$ cat src/hdl/rpn_pkg.sv
`default_nettype none

package rpn_pkg;

  // Stack geometry and value format.
  localparam int STACK_DEPTH   = 16;
  localparam int ADDR_W        = $clog2(STACK_DEPTH);
  localparam int CNT_W         = $clog2(STACK_DEPTH + 1);
  localparam int VALUE_W       = 32;
  localparam int FRAC_W        = 16;
  localparam int DIVIDEND_W    = VALUE_W + FRAC_W;
  localparam int COUNT_FIELD_W = 5;

  // Command codes.
  localparam logic [2:0] CMD_PUSH  = 3'd0;
  localparam logic [2:0] CMD_ADD   = 3'd1;
  localparam logic [2:0] CMD_SUB   = 3'd2;
  localparam logic [2:0] CMD_MUL   = 3'd3;
  localparam logic [2:0] CMD_DIV   = 3'd4;
  localparam logic [2:0] CMD_CLEAR = 3'd5;
  localparam logic [2:0] CMD_SHOW  = 3'd6;

  // Status codes.
  localparam logic [1:0] ST_OK      = 2'd0;
  localparam logic [1:0] ST_DIVZERO = 2'd1;
  localparam logic [1:0] ST_UNDER   = 2'd2;
  localparam logic [1:0] ST_OVER    = 2'd3;

  typedef struct packed {
    logic [2:0]                cmd;
    logic signed [VALUE_W-1:0] operand;
  } req_t;

  typedef struct packed {
    logic [1:0]                status;
    logic signed [VALUE_W-1:0] result_value;
    logic                      has_value;
    logic [COUNT_FIELD_W-1:0]  stack_count;
    logic                      is_last;
  } res_t;

  // Microcode field codes.
  localparam int UPC_W = 5;

  localparam logic [2:0] C_NEXT     = 3'd0;
  localparam logic [2:0] C_ALWAYS   = 3'd1;
  localparam logic [2:0] C_FULL     = 3'd2;
  localparam logic [2:0] C_UNDER    = 3'd3;
  localparam logic [2:0] C_EMPTY    = 3'd4;
  localparam logic [2:0] C_RHS_ZERO = 3'd5;
  localparam logic [2:0] C_DIV_BUSY = 3'd6;
  localparam logic [2:0] C_MORE     = 3'd7;

  localparam logic [1:0] RD_TOP    = 2'd0;
  localparam logic [1:0] RD_SECOND = 2'd1;
  localparam logic [1:0] RD_WALK   = 2'd2;

  localparam logic [1:0] WR_NONE = 2'd0;
  localparam logic [1:0] WR_PUSH = 2'd1;
  localparam logic [1:0] WR_RES  = 2'd2;

  localparam logic [1:0] SEL_ADD = 2'd0;
  localparam logic [1:0] SEL_SUB = 2'd1;
  localparam logic [1:0] SEL_MUL = 2'd2;
  localparam logic [1:0] SEL_DIV = 2'd3;

  localparam logic [1:0] E_NONE   = 2'd0;
  localparam logic [1:0] E_STATUS = 2'd1;
  localparam logic [1:0] E_RES    = 2'd2;
  localparam logic [1:0] E_WALK   = 2'd3;

  typedef struct packed {
    logic [2:0]       cond;
    logic [UPC_W-1:0] target;
    logic [1:0]       rd;
    logic             ld_rhs;
    logic             ld_lhs;
    logic             mul_ld;
    logic             div_start;
    logic             ld_res;
    logic [1:0]       res_sel;
    logic [1:0]       wr;
    logic             clr;
    logic [1:0]       emit;
    logic [1:0]       st;
    logic             walk_clr;
    logic             walk_inc;
    logic             fin;
  } ctrl_t;

  typedef struct packed {
    logic full;
    logic under;
    logic empty;
    logic rhs_zero;
    logic div_busy;
    logic more;
  } flags_t;

  // Microprogram addresses.
  localparam logic [UPC_W-1:0] U_PUSH0  = UPC_W'(0);
  localparam logic [UPC_W-1:0] U_PUSH1  = UPC_W'(1);
  localparam logic [UPC_W-1:0] U_ADD0   = UPC_W'(2);
  localparam logic [UPC_W-1:0] U_ADD1   = UPC_W'(3);
  localparam logic [UPC_W-1:0] U_ADD2   = UPC_W'(4);
  localparam logic [UPC_W-1:0] U_ADD3   = UPC_W'(5);
  localparam logic [UPC_W-1:0] U_SUB0   = UPC_W'(6);
  localparam logic [UPC_W-1:0] U_SUB1   = UPC_W'(7);
  localparam logic [UPC_W-1:0] U_SUB2   = UPC_W'(8);
  localparam logic [UPC_W-1:0] U_SUB3   = UPC_W'(9);
  localparam logic [UPC_W-1:0] U_MUL0   = UPC_W'(10);
  localparam logic [UPC_W-1:0] U_MUL1   = UPC_W'(11);
  localparam logic [UPC_W-1:0] U_MUL2   = UPC_W'(12);
  localparam logic [UPC_W-1:0] U_MUL3   = UPC_W'(13);
  localparam logic [UPC_W-1:0] U_MUL4   = UPC_W'(14);
  localparam logic [UPC_W-1:0] U_DIV0   = UPC_W'(15);
  localparam logic [UPC_W-1:0] U_DIV1   = UPC_W'(16);
  localparam logic [UPC_W-1:0] U_DIV2   = UPC_W'(17);
  localparam logic [UPC_W-1:0] U_DIV3   = UPC_W'(18);
  localparam logic [UPC_W-1:0] U_DIV4   = UPC_W'(19);
  localparam logic [UPC_W-1:0] U_DIV5   = UPC_W'(20);
  localparam logic [UPC_W-1:0] U_DIV6   = UPC_W'(21);
  localparam logic [UPC_W-1:0] U_WB0    = UPC_W'(22);
  localparam logic [UPC_W-1:0] U_WB1    = UPC_W'(23);
  localparam logic [UPC_W-1:0] U_CLR0   = UPC_W'(24);
  localparam logic [UPC_W-1:0] U_OK     = UPC_W'(25);
  localparam logic [UPC_W-1:0] U_SHOW0  = UPC_W'(26);
  localparam logic [UPC_W-1:0] U_SHOW1  = UPC_W'(27);
  localparam logic [UPC_W-1:0] U_SHOW2  = UPC_W'(28);
  localparam logic [UPC_W-1:0] U_OVF    = UPC_W'(29);
  localparam logic [UPC_W-1:0] U_UND    = UPC_W'(30);
  localparam logic [UPC_W-1:0] U_DZ     = UPC_W'(31);

  // Control store: one control word per microprogram step.
  function automatic ctrl_t ucode(input logic [UPC_W-1:0] addr);
    ctrl_t w;
    w = '0;
    unique case (addr) inside
      U_PUSH0: begin
        w.cond = C_FULL;
        w.target = U_OVF;
      end
      U_PUSH1: begin
        w.wr = WR_PUSH;
        w.cond = C_ALWAYS;
        w.target = U_OK;
      end
      U_ADD0, U_SUB0, U_MUL0, U_DIV0: begin
        w.rd = RD_TOP;
        w.cond = C_UNDER;
        w.target = U_UND;
      end
      U_ADD1, U_SUB1, U_MUL1, U_DIV1: begin
        w.rd = RD_SECOND;
        w.ld_rhs = 1'b1;
      end
      U_ADD2, U_SUB2, U_MUL2, U_DIV2: begin
        w.ld_lhs = 1'b1;
      end
      U_ADD3: begin
        w.ld_res = 1'b1;
        w.res_sel = SEL_ADD;
        w.cond = C_ALWAYS;
        w.target = U_WB0;
      end
      U_SUB3: begin
        w.ld_res = 1'b1;
        w.res_sel = SEL_SUB;
        w.cond = C_ALWAYS;
        w.target = U_WB0;
      end
      U_MUL3: begin
        w.mul_ld = 1'b1;
      end
      U_MUL4: begin
        w.ld_res = 1'b1;
        w.res_sel = SEL_MUL;
        w.cond = C_ALWAYS;
        w.target = U_WB0;
      end
      U_DIV3: begin
        w.cond = C_RHS_ZERO;
        w.target = U_DZ;
      end
      U_DIV4: begin
        w.div_start = 1'b1;
      end
      U_DIV5: begin
        w.cond = C_DIV_BUSY;
        w.target = U_DIV5;
      end
      U_DIV6: begin
        w.ld_res = 1'b1;
        w.res_sel = SEL_DIV;
        w.cond = C_ALWAYS;
        w.target = U_WB0;
      end
      U_WB0: begin
        w.wr = WR_RES;
      end
      U_WB1: begin
        w.emit = E_RES;
        w.st = ST_OK;
        w.fin = 1'b1;
      end
      U_CLR0: begin
        w.clr = 1'b1;
      end
      U_OK: begin
        w.emit = E_STATUS;
        w.st = ST_OK;
        w.fin = 1'b1;
      end
      U_SHOW0: begin
        w.walk_clr = 1'b1;
        w.cond = C_EMPTY;
        w.target = U_OK;
      end
      U_SHOW1: begin
        w.rd = RD_WALK;
      end
      U_SHOW2: begin
        w.emit = E_WALK;
        w.st = ST_OK;
        w.walk_inc = 1'b1;
        w.cond = C_MORE;
        w.target = U_SHOW1;
        w.fin = 1'b1;
      end
      U_OVF: begin
        w.emit = E_STATUS;
        w.st = ST_OVER;
        w.fin = 1'b1;
      end
      U_UND: begin
        w.emit = E_STATUS;
        w.st = ST_UNDER;
        w.fin = 1'b1;
      end
      U_DZ: begin
        w.emit = E_STATUS;
        w.st = ST_DIVZERO;
        w.fin = 1'b1;
      end
      default: begin
        w.emit = E_STATUS;
        w.st = ST_OK;
        w.fin = 1'b1;
      end
    endcase
    return w;
  endfunction

endpackage

`default_nettype wire

$ cat src/hdl/rpn_div.sv
`default_nettype none

// Restoring divider, one quotient bit per cycle.
module rpn_div (
  input  wire logic                                clk,
  input  wire logic                                rst,
  input  wire logic                                start,
  input  wire logic [rpn_pkg::DIVIDEND_W-1:0]      dividend,
  input  wire logic [rpn_pkg::VALUE_W-1:0]         divisor,
  output logic      [rpn_pkg::DIVIDEND_W-1:0]      quotient,
  output logic                                     busy
);

  localparam int STEP_W = $clog2(rpn_pkg::DIVIDEND_W);
  localparam int MSB    = rpn_pkg::DIVIDEND_W - 1;

  logic [rpn_pkg::DIVIDEND_W-1:0] quo;
  logic [rpn_pkg::VALUE_W-1:0]    rem;
  logic [rpn_pkg::VALUE_W-1:0]    dsr;
  logic [STEP_W-1:0]              cnt;
  logic [rpn_pkg::VALUE_W:0]      trial;

  assign trial    = {rem, quo[MSB]} - {1'b0, dsr};
  assign quotient = quo;

  always_ff @(posedge clk) begin
    if (rst) begin
      busy <= 1'b0;
    end else if (start) begin
      busy <= 1'b1;
    end else if (busy && cnt == STEP_W'(MSB)) begin
      busy <= 1'b0;
    end
  end

  always_ff @(posedge clk) begin
    if (start) begin
      quo <= dividend;
      rem <= '0;
      dsr <= divisor;
      cnt <= '0;
    end else if (busy) begin
      if (!trial[rpn_pkg::VALUE_W]) begin
        rem <= trial[rpn_pkg::VALUE_W-1:0];
      end else begin
        rem <= {rem[rpn_pkg::VALUE_W-2:0], quo[MSB]};
      end
      quo <= {quo[MSB-1:0], ~trial[rpn_pkg::VALUE_W]};
      cnt <= cnt + STEP_W'(1);
    end
  end

endmodule

`default_nettype wire

$ cat src/hdl/rpn_seq.sv
`default_nettype none

// Microprogram sequencer: step counter, dispatch and conditional jumps.
module rpn_seq (
  input  wire logic            clk,
  input  wire logic            rst,
  input  wire logic            start,
  input  wire logic [2:0]      cmd,
  input  wire rpn_pkg::flags_t flags,
  output rpn_pkg::ctrl_t       ctrl,
  output logic                 busy
);

  logic [rpn_pkg::UPC_W-1:0] upc;
  logic [rpn_pkg::UPC_W-1:0] entry;
  rpn_pkg::ctrl_t            word;
  logic                      taken;

  always_comb begin
    unique case (cmd)
      rpn_pkg::CMD_PUSH:  entry = rpn_pkg::U_PUSH0;
      rpn_pkg::CMD_ADD:   entry = rpn_pkg::U_ADD0;
      rpn_pkg::CMD_SUB:   entry = rpn_pkg::U_SUB0;
      rpn_pkg::CMD_MUL:   entry = rpn_pkg::U_MUL0;
      rpn_pkg::CMD_DIV:   entry = rpn_pkg::U_DIV0;
      rpn_pkg::CMD_CLEAR: entry = rpn_pkg::U_CLR0;
      rpn_pkg::CMD_SHOW:  entry = rpn_pkg::U_SHOW0;
      default:            entry = rpn_pkg::U_OK;
    endcase
  end

  assign word = rpn_pkg::ucode(upc);
  assign ctrl = busy ? word : '0;

  always_comb begin
    unique case (word.cond)
      rpn_pkg::C_NEXT:     taken = 1'b0;
      rpn_pkg::C_ALWAYS:   taken = 1'b1;
      rpn_pkg::C_FULL:     taken = flags.full;
      rpn_pkg::C_UNDER:    taken = flags.under;
      rpn_pkg::C_EMPTY:    taken = flags.empty;
      rpn_pkg::C_RHS_ZERO: taken = flags.rhs_zero;
      rpn_pkg::C_DIV_BUSY: taken = flags.div_busy;
      rpn_pkg::C_MORE:     taken = flags.more;
      default:             taken = 1'b0;
    endcase
  end

  always_ff @(posedge clk) begin
    if (rst) begin
      busy <= 1'b0;
      upc  <= '0;
    end else if (!busy) begin
      if (start) begin
        busy <= 1'b1;
        upc  <= entry;
      end
    end else if (taken) begin
      upc <= word.target;
    end else if (word.fin) begin
      busy <= 1'b0;
    end else begin
      upc <= upc + rpn_pkg::UPC_W'(1);
    end
  end

endmodule

`default_nettype wire

$ cat src/hdl/rpn_dp.sv
`default_nettype none

// Datapath: operand stack memory, operand registers, arithmetic and result register.
module rpn_dp (
  input  wire logic                           clk,
  input  wire logic                           rst,
  input  wire logic                           accept,
  input  wire logic [rpn_pkg::VALUE_W-1:0]    operand,
  input  wire rpn_pkg::ctrl_t                 ctrl,
  output rpn_pkg::flags_t                     flags,
  output rpn_pkg::res_t                       result,
  output logic                                result_valid
);

  localparam int VW = rpn_pkg::VALUE_W;
  localparam int AW = rpn_pkg::ADDR_W;
  localparam int CW = rpn_pkg::CNT_W;
  localparam int DW = rpn_pkg::DIVIDEND_W;

  logic [VW-1:0]   mem [rpn_pkg::STACK_DEPTH];
  logic [VW-1:0]   mem_q;
  logic [VW-1:0]   opnd;
  logic [VW-1:0]   lhs;
  logic [VW-1:0]   rhs;
  logic [2*VW-1:0] prod;
  logic [VW-1:0]   res;
  logic [CW-1:0]   count;
  logic [AW-1:0]   walk;

  logic [AW-1:0]   rd_addr;
  logic [AW-1:0]   wr_addr;
  logic [VW-1:0]   wr_data;
  logic [CW-1:0]   count_m1;
  logic [CW-1:0]   count_m2;
  logic [VW-1:0]   lhs_mag;
  logic [VW-1:0]   rhs_mag;
  logic            neg;
  logic [VW:0]     sum;
  logic [VW:0]     diff;
  logic [DW-1:0]   quotient;
  logic            div_busy;
  logic [VW-1:0]   res_next;
  logic            walk_last;

  function automatic logic [VW-1:0] mag(input logic [VW-1:0] x);
    return x[VW-1] ? (~x + VW'(1)) : x;
  endfunction

  function automatic logic [VW-1:0] sat_wide(input logic [VW:0] v);
    if (v[VW] != v[VW-1]) begin
      return v[VW] ? {1'b1, {(VW-1){1'b0}}} : {1'b0, {(VW-1){1'b1}}};
    end
    return v[VW-1:0];
  endfunction

  function automatic logic [VW-1:0] sat_signmag(input logic n, input logic [DW-1:0] m);
    logic [DW-1:0] lim;
    logic [VW-1:0] q;
    if (n) begin
      lim = DW'({1'b1, {(VW-1){1'b0}}});
      q   = (m > lim) ? lim[VW-1:0] : m[VW-1:0];
      return ~q + VW'(1);
    end
    lim = DW'({1'b0, {(VW-1){1'b1}}});
    return (m > lim) ? lim[VW-1:0] : m[VW-1:0];
  endfunction

  assign count_m1  = count - CW'(1);
  assign count_m2  = count - CW'(2);
  assign lhs_mag   = mag(lhs);
  assign rhs_mag   = mag(rhs);
  assign neg       = lhs[VW-1] ^ rhs[VW-1];
  assign sum       = {lhs[VW-1], lhs} + {rhs[VW-1], rhs};
  assign diff      = {lhs[VW-1], lhs} - {rhs[VW-1], rhs};
  assign walk_last = CW'(walk) == count_m1;

  assign flags.full     = count >= CW'(rpn_pkg::STACK_DEPTH);
  assign flags.under    = count < CW'(2);
  assign flags.empty    = count == '0;
  assign flags.rhs_zero = rhs == '0;
  assign flags.div_busy = div_busy;
  assign flags.more     = !walk_last;

  always_comb begin
    case (ctrl.rd)
      rpn_pkg::RD_SECOND: rd_addr = count_m2[AW-1:0];
      rpn_pkg::RD_WALK:   rd_addr = walk;
      default:            rd_addr = count_m1[AW-1:0];
    endcase
  end

  assign wr_addr = (ctrl.wr == rpn_pkg::WR_PUSH) ? count[AW-1:0] : count_m2[AW-1:0];
  assign wr_data = (ctrl.wr == rpn_pkg::WR_PUSH) ? opnd : res;

  always_ff @(posedge clk) begin
    if (ctrl.wr != rpn_pkg::WR_NONE) begin
      mem[wr_addr] <= wr_data;
    end
    mem_q <= mem[rd_addr];
  end

  always_comb begin
    case (ctrl.res_sel)
      rpn_pkg::SEL_ADD: res_next = sat_wide(sum);
      rpn_pkg::SEL_SUB: res_next = sat_wide(diff);
      rpn_pkg::SEL_MUL: res_next = sat_signmag(neg, prod[2*VW-1:rpn_pkg::FRAC_W]);
      default:          res_next = sat_signmag(neg, quotient);
    endcase
  end

  rpn_div u_div (
    .clk      (clk),
    .rst      (rst),
    .start    (ctrl.div_start),
    .dividend ({lhs_mag, {rpn_pkg::FRAC_W{1'b0}}}),
    .divisor  (rhs_mag),
    .quotient (quotient),
    .busy     (div_busy)
  );

  always_ff @(posedge clk) begin
    if (accept) begin
      opnd <= operand;
    end
    if (ctrl.ld_rhs) begin
      rhs <= mem_q;
    end
    if (ctrl.ld_lhs) begin
      lhs <= mem_q;
    end
    if (ctrl.mul_ld) begin
      prod <= {{VW{1'b0}}, lhs_mag} * {{VW{1'b0}}, rhs_mag};
    end
    if (ctrl.ld_res) begin
      res <= res_next;
    end
    if (ctrl.walk_clr) begin
      walk <= '0;
    end else if (ctrl.walk_inc) begin
      walk <= walk + AW'(1);
    end
  end

  always_ff @(posedge clk) begin
    if (rst) begin
      count <= '0;
    end else if (ctrl.clr) begin
      count <= '0;
    end else if (ctrl.wr == rpn_pkg::WR_PUSH) begin
      count <= count + CW'(1);
    end else if (ctrl.wr == rpn_pkg::WR_RES) begin
      count <= count_m1;
    end
  end

  always_ff @(posedge clk) begin
    if (rst) begin
      result_valid <= 1'b0;
    end else begin
      result_valid <= ctrl.emit != rpn_pkg::E_NONE;
    end
  end

  always_ff @(posedge clk) begin
    if (ctrl.emit != rpn_pkg::E_NONE) begin
      result.status      <= ctrl.st;
      result.stack_count <= rpn_pkg::COUNT_FIELD_W'(count);
      case (ctrl.emit)
        rpn_pkg::E_RES: begin
          result.result_value <= res;
          result.has_value    <= 1'b1;
          result.is_last      <= 1'b1;
        end
        rpn_pkg::E_WALK: begin
          result.result_value <= mem_q;
          result.has_value    <= 1'b1;
          result.is_last      <= walk_last;
        end
        default: begin
          result.result_value <= '0;
          result.has_value    <= 1'b0;
          result.is_last      <= 1'b1;
        end
      endcase
    end
  end

endmodule

`default_nettype wire

$ cat src/hdl/rpn_stack_calculator.sv
`default_nettype none

// Reverse Polish calculator on a stack of signed Q16.16 values.
// Request channel: drive request (cmd, operand) and raise start; the request
// is taken at a rising edge where start is high and busy is low. busy stays
// high until the microprogram for that request has finished.
// Result channel: every result shows on result for one cycle with
// result_valid high. There is no back pressure; the receiver must take each
// result in the cycle it appears. Results come in the cycle after the
// microprogram step that produces them, in order.
// The divide runs on the restoring divider, which makes one quotient bit
// per cycle over 48 bits while the microprogram waits on its busy flag;
// show is paced by the single read port of the stack memory, with a read
// step and an emit step per entry. Everything else is the step count of
// the microprogram.
// Reset (rst, synchronous) empties the stack, stops the sequencer and drops
// result_valid; stack contents are not cleared and are never read before
// being written.
module rpn_stack_calculator (
  input  wire logic          clk,
  input  wire logic          rst,
  input  wire logic          start,
  input  wire rpn_pkg::req_t request,
  output logic               busy,
  output rpn_pkg::res_t      result,
  output logic               result_valid
);

  rpn_pkg::ctrl_t  ctrl;
  rpn_pkg::flags_t flags;
  logic            accept;

  // A request is taken only while the sequencer is idle.
  assign accept = start && !busy;

  // The sequencer steps through the control store; each word drives the datapath
  // and the datapath returns the condition flags for jumps.
  rpn_seq u_seq (
    .clk   (clk),
    .rst   (rst),
    .start (start),
    .cmd   (request.cmd),
    .flags (flags),
    .ctrl  (ctrl),
    .busy  (busy)
  );

  // The datapath holds the stack, the operand registers, the multiplier, the
  // divider and the registered result port.
  rpn_dp u_dp (
    .clk          (clk),
    .rst          (rst),
    .accept       (accept),
    .operand      (request.operand),
    .ctrl         (ctrl),
    .flags        (flags),
    .result       (result),
    .result_valid (result_valid)
  );

endmodule

`default_nettype wire

$ cat config.mk
export PLATFORM = sky130hd
export DESIGN_NAME = rpn_stack_calculator
export DESIGN_NICKNAME = d
export VERILOG_FILES = /design/src/hdl/rpn_pkg.sv /design/src/hdl/rpn_div.sv /design/src/hdl/rpn_seq.sv /design/src/hdl/rpn_dp.sv /design/src/hdl/rpn_stack_calculator.sv
export SDC_FILE = /design/constraint.sdc
export NUM_CORES = 2
export LEC_CHECK = 0
export ABC_AREA = 1
export ABC_CLOCK_PERIOD_IN_PS = 11600
export BUFFER_PORTS_ARGS = -buffer_cell sky130_fd_sc_hd__clkbuf_2
export CORE_MARGIN = 2
export CORE_UTILIZATION = 60
export CTS_BUF_LIST = sky130_fd_sc_hd__clkbuf_4
export DETAILED_ROUTE_END_ITERATION = 10
export PLACE_DENSITY = 0.76
export REMOVE_ABC_BUFFERS = 1
export SLEW_MARGIN = 20
export SYNTH_ARGS = -nofsm -noshare
export SYNTH_HDL_FRONTEND = slang
export SYNTH_SLANG_ARGS = --single-unit
$ cat constraint.sdc
create_clock -name clk -period 11.6 [get_ports clk]
set_input_delay 0 -clock clk [delete_from_list [all_inputs] [get_ports clk]]
set_output_delay 0 -clock clk [all_outputs]
set_load 0.05 [all_outputs]
* Word level (Yosys, flattened, before mapping)
Memory sizes are Yosys's and may differ from the RTL's. A register that Yosys moved wholly into a read port is not among the register bits. Index checks and enable logic that the tools add are counted.
Cells by class: order comparisons 6, reduce and logical (&&, ||, !) cells 24, equality and inequality tests 56, multiplexer cells 61, add/sub/neg operators 13, bitwise logic cells 6, multipliers 1
Operator list (number):
- $mux 32 | 18
- $add 32x1->32 const B | 4
- $not 32->32 | 4
- $gt 48x31->1 const B | 2
- $gt 48x32->1 const B | 2
- $mux 48 | 2
- $pmux 32 s3 | 1
- $eq 5x5->1 const B | 15
- $pmux 33 s2 | 1
- $mul 32x32->64 | 1
- $pmux 8 s8 | 1
- $eq 5x4->1 const B | 8
- $pmux 5 s7 | 1
- $add 32x32->33 | 1
- $sub 32x32->33 | 1
- $sub 33x32->33 | 1
- $logic_not 32->1 | 1
- $mux 5 | 6
- $reduce_or 26->1 | 1
- $pmux 4 s6 | 1
- $mux 1 | 23
- $eq 3x3->1 const B | 7
- $eq 5x3->1 const B | 4
- $mux 19 | 1
- 34 further kinds | 60
Word-level totals: output and inout port bits 43, input port bits 38, logic and storage cells 189, bits in writable memories 512, memories kept 1, bits in registers 368
Memory list:
- u_dp.mem | depth 16, bits a word 32, rd ports 1, clocked after memory_dff 1, wr ports 1, RTL line rpn_dp.sv:20 | logic [VW-1:0] mem [rpn_pkg::STACK_DEPTH];

* Logic depth before layout (Yosys ltp)
depth after elaboration 9, depth in mapped cells 44, gate-level depth less buffers 43

* Cells and area by module
Synthesis repeated with hierarchy kept, for this count alone.
Second synthesis, totals: cell total of the unflattened synthesis 9345, area, all modules 80678.6 um^2
By module, submodules not included:
- rpn_dp | area an instance 72012.8 um^2, sequential area each 22731.8 um^2, cells an instance 8021, times used 1
- rpn_div | area an instance 7480.9 um^2, sequential area each 3183.1 um^2, cells an instance 1106, times used 1
- rpn_seq | area an instance 1174.9 um^2, sequential area each 120.1 um^2, cells an instance 216, times used 1
- rpn_stack_calculator | area an instance 10.0 um^2, sequential area each 0.0 um^2, cells an instance 2, times used 1

* Worst setup path after synthesis
OpenSTA, ideal clock, no wires.
path kind flip-flop to flip-flop, from register u_dp.rhs[0], to register u_dp.prod[49], data pin, arrival time 8.036 ns, setup time 0.258 ns, buffers on the path 2, required time 11.342 ns, stages on the path, launching flop included 40, period minus slack after synthesis 8.294 ns, setup slack 3.306 ns, cells stage by stage edfxtp_1 -> inv_2 -> clkbuf_1 -> ha_1 -> inv_1 -> nor3_1 -> inv_1 -> nor2_2 -> nand2_1 -> inv_1 -> nand2_1 -> o21ai_0 -> or2_2 -> nand2_2 -> inv_1 -> buf_2 -> nor2_1 -> fa_1 -> (+4 left out) -> fa_1 -> fa_1 -> fa_1 -> fa_1 -> inv_1 -> fa_1 -> inv_1 -> ha_1 -> nand2_1 -> nor2_1 -> inv_1 -> nor2_1 -> inv_1 -> nor2_1 -> nand4_1 -> o211ai_1 -> a21oi_1 -> xnor2_1
Between the ends: word-level cells in the longest chain between the ends 4
Ends and longest elaborated chain:
- from (decl) | RTL line rpn_dp.sv:24 | logic [VW-1:0] rhs;
- from (signal assigned) | RTL line rpn_dp.sv:126 | rhs <= mem_q;
- $not 32->32 | RTL line rpn_dp.sv:46 | return x[VW-1] ? (~x + VW'(1)) : x;
- $add 32x1->32 | RTL line rpn_dp.sv:46
- $mux 32 (*) | RTL line rpn_dp.sv:46
- $mul 32x32->64 (*) | RTL line rpn_dp.sv:132 | prod <= {{VW{1'b0}}, lhs_mag} * {{VW{1'b0}}, rhs_mag};
- to (signal assigned) | RTL line rpn_dp.sv:132
- to (decl) | RTL line rpn_dp.sv:25 | logic [2*VW-1:0] prod;
Mark *: on every way between the ends. The rest lies on a longest branch, timed or not. A chain may end at the register's enable or synchronous reset.

* Worst setup path in the final report
from register u_dp.rhs[0], to register u_dp.prod[62], data pin
The elaborated chain is that of the path after synthesis.

==> metrics.md <==
| Metric | Value |
|---|---|
| Status | finished, final reports clean |
| Period utilization | 88.2% |
| Vias in the first global route | 67600 |
| Fmax | 97.8 MHz |
| Combinational family with the most area after synthesis | adder cells |
| Post-CTS Setup Bufs | 0 |
| Sequential fraction of the synthesis area | 32.4% |
| Die ar. | 136000 um2 |
| CTS Buffer Depth | 3 |
| Pre-Repair DR Iteration Count | 9 |
| Worst Max-Slew Pin Slew | 1240 ps |
| Max transition margin | 16.6% |
| Mapped Avg Cell Area | 8.77 um2 |
| Vias | 67200 |
| Routed Antenna Nets | 0 |
| First-pass GRT wire length | 419 mm |
| RSZ-0062 raised after global routing | no |
| Port Buffer Count | 80 |
| WS Path Type | reg2reg |
| R2R Setup Slk | 1370 ps |
| Adder-cell share of the synthesized area | 28.4% |
| Total clock sinks | 896 |
| CP max stage cell | inv_1 |
| Final Hold Vio Count | 0 |
| CTS root buf | clkbuf_4 |
| Clock skew | 135 ps |
| Nets | 10600 |
| Crit path capture type | flop |
| Share of cells above drive strength 1 | 8.32% |
| Wire length per cell | 25.1 um |
| Via-per-instance ratio | 5.96 |
| Htree depth | 4 |
| Syn Std Cell Area | 79900 um2 |
| Drt drc | 0 |
| Final Slew Violations | 0 |
| Worst Path Max Fanout | 24 |
| Hold Path Class | in2reg |
| Gr usage total | 41.8% |
| Clk slew on worst S/H paths | 70 ps |
| Remaining Overflow, GRT | 0 |
| Synth Area in Compound Gates | 9.51% |
| Most used cell, CP | fa_1 |
| Largest net degree at the start of global routing | 191 |
| Area Overhead vs Synth | 8.45% |
| Clk_lat worst skew | 1300 ps |
| Total CTS buffers | 228 |
| Post-Synthesis Cells | 9109 |
| Die Ht | 369 um |
| Synth warn | 0 |
| CORE AREA | 132000 um2 |
| Mux contribution to synthesized area | 0.802% |
| Max-cap viol count | 0 |
| Initial core utilization | 60.6% |
| Die X | 369 um |
| Post-synth cell types | 67 |
| Post-Route WL | 283 mm |
| RD Place Congestion | 1.12 |
| Delay of the slowest critical-path stage | 740 ps |
| CTS tree | built |
| HPWL Detailed | 208 mm |
| Post-synthesis simple-gate area fraction | 16.4% |
| Fraction of registers with async set or reset after synthesis | 0% |
| Xor and xnor area share after synthesis | 1.90% |
| Final worst path period need | 10230 ps |
| Io pins | 81 |
| Min Hold Slack | 108 ps |
| Initial antenna violation count | 11 |
| DR iter-0 viols | 8111 |
| Setup violations, final | 0 |
| Main synth FF type | edfxtp_1 |
| Worst EP required | 12490 ps |
| Crit start category | flop |
| Critical path arrival | 11120 ps |
| Row count | 133 |
| EDFF count, synth | 793 |
| Register bit total from synthesis | 896 |
through the flow:
stage                     utilization, %  setup slack [ps]  instance area (um2)  cells  setup TNS [ps]
final                               65.7              1370                86600  11300               0
after global routing                65.7              1080                86600  11300               0
after CTS                           65.7              1580                86600  11300               0
after detailed placement            62.4              1680                82200  10700               0
after global placement              62.4              1750                82200  10700               0
after floorplan                        -              -197                78100   8712           -5270
layer usage:
layer	vias up	share of wire [%]	track usage, %
li1	29400	-	-
met1	32600	36	52.0
met2	4103	45	65.7
met3	1044	11	9.65
met4	8	7.8	27.5
met5	-	0.023	0
critical path: cells and delay by family, from the launching register on:
kind | cells | cell delay, ps
buffers and inverters | 6 | 1790
AO/OA/AOI/OAI | 6 | 1440
adder cells (fa/ha/maj) | 9 | 4450
AND/OR/NAND/NOR | 13 | 1680
flip-flops | 1 | 360
XOR/XNOR | 1 | 180
layout make-up:
cell class / instances / area, um2
clock buffers: 352 / 2640
clock inverters: 79 / 571
diodes: 9 / 22.5
well taps: 1755 / 2200
flip-flops and latches: 896 / 25900
multi-input cells: 6044 / 45800
inverters: 1772 / 6670
fillers: 10800 / 45200
repair buffers: 359 / 2820
synth_stat cells, types with 12 or more instances:
cell / instances / area [um2]
buf_1: 19 / 71.3
fa_1: 898 / 18000
edfxtp_1: 793 / 23800
ha_1: 378 / 4730
nor4_1: 19 / 119
inv_1: 1730 / 6490
nand2_2: 20 / 125
a31oi_1: 41 / 257
buf_4: 14 / 105
o211ai_1: 69 / 518
clkinv_1: 12 / 45.0
o221ai_1: 61 / 534
clkbuf_1: 238 / 893
nor2_1: 929 / 3490
o41ai_1: 33 / 289
mux2i_1: 64 / 641
a21oi_1: 366 / 1830
nor2_4: 16 / 180
nand2_1: 1802 / 6760
or2_2: 12 / 75.1
xor2_1: 138 / 1210
inv_2: 27 / 101
o311ai_0: 17 / 149
a22oi_1: 16 / 120
nand3_1: 231 / 1160
buf_2: 114 / 571
a21o_1: 14 / 105
o21ai_0: 566 / 2830
o21ai_1: 33 / 165
xnor2_1: 33 / 289
nor3_1: 70 / 350
o21a_1: 21 / 158
dfxtp_1: 103 / 2060
o21bai_1: 21 / 158
nand4_1: 70 / 438
logic make-up after synthesis:
logic type,Yosys count
buf+inv,2169
mux,64
xor+xnor,172
flops,896
simple gates,3217
compound gates,1315
fa+ha+maj,1276
path summary, 6_finish.rpt:
path                      startpoint            endpoint  cells after the start
setup / recovery         u_dp.rhs[0]       u_dp.prod[62]                     35
setup reg to reg         u_dp.rhs[0]       u_dp.prod[62]                     35
hold reg to reg   u_dp.u_div.rem[31]  u_dp.u_div.rem[31]                      2
hold / removal            request[3]        u_dp.opnd[3]                      3
registers in the layout (all words and copies together) (netlist names):
signal and flops:
u_dp.u_div.cnt 6, u_dp.lhs 32, u_dp.u_div.busy 1, u_dp.walk 4, u_dp.result 41, u_dp.mem 512, u_seq.upc 5, u_dp.opnd 32
u_dp.u_div.quotient 48, u_dp.mem_q 32, u_seq.busy 1, u_dp.prod 48, u_dp.u_div.dsr 32, u_dp.u_div.rem 32, u_dp.res 32, u_dp.result_valid 1
u_dp.count 5, u_dp.rhs 32
timing repair:
action	CTS	global route
hold buffers	116	0
endpoints found under the hold margin	77	0
resized for setup	0	0
placed cells by master (no fill, tap or decap), types with 10 or more instances in the layout:
cell type      netlist  final
clkinv_2             0     12
a21o_1              14     14
nand3_1            231    231
nor4_1              19     19
nand2_1           1802   1800
o21ai_0            566    556
dlygate4sd3_1        0    116
inv_2               27     28
xor2_1             138    133
a22oi_1             16     16
dfxtp_1            103    103
mux2i_1             64     64
o21a_1              21     21
nand3b_1            11     11
buf_4               14    161
o21bai_1            21     21
fa_1               898    898
o22ai_1             10     10
xnor2_1             33     33
o41ai_1             33     33
o21ai_2             10     15
clkbuf_4             0    352
nor3_1              70     69
nand2_2             20     22
or2_2               12     12
o21ai_1             33     35
clkbuf_2             4     80
edfxtp_1           793    793
o311ai_0            17     17
ha_1               378    377
a21oi_1            366    366
nor2_1             929    909
o221ai_1            61     61
clkinv_1            12     63
a31oi_1             41     41
inv_1             1730   1727
nand4_1             70     70
nor2_4              16     36
o211ai_1            69     69
Power is left out: the tool's default activity adds up to more than one toggle a clock period on the data nets, which glitch-free logic cannot reach.
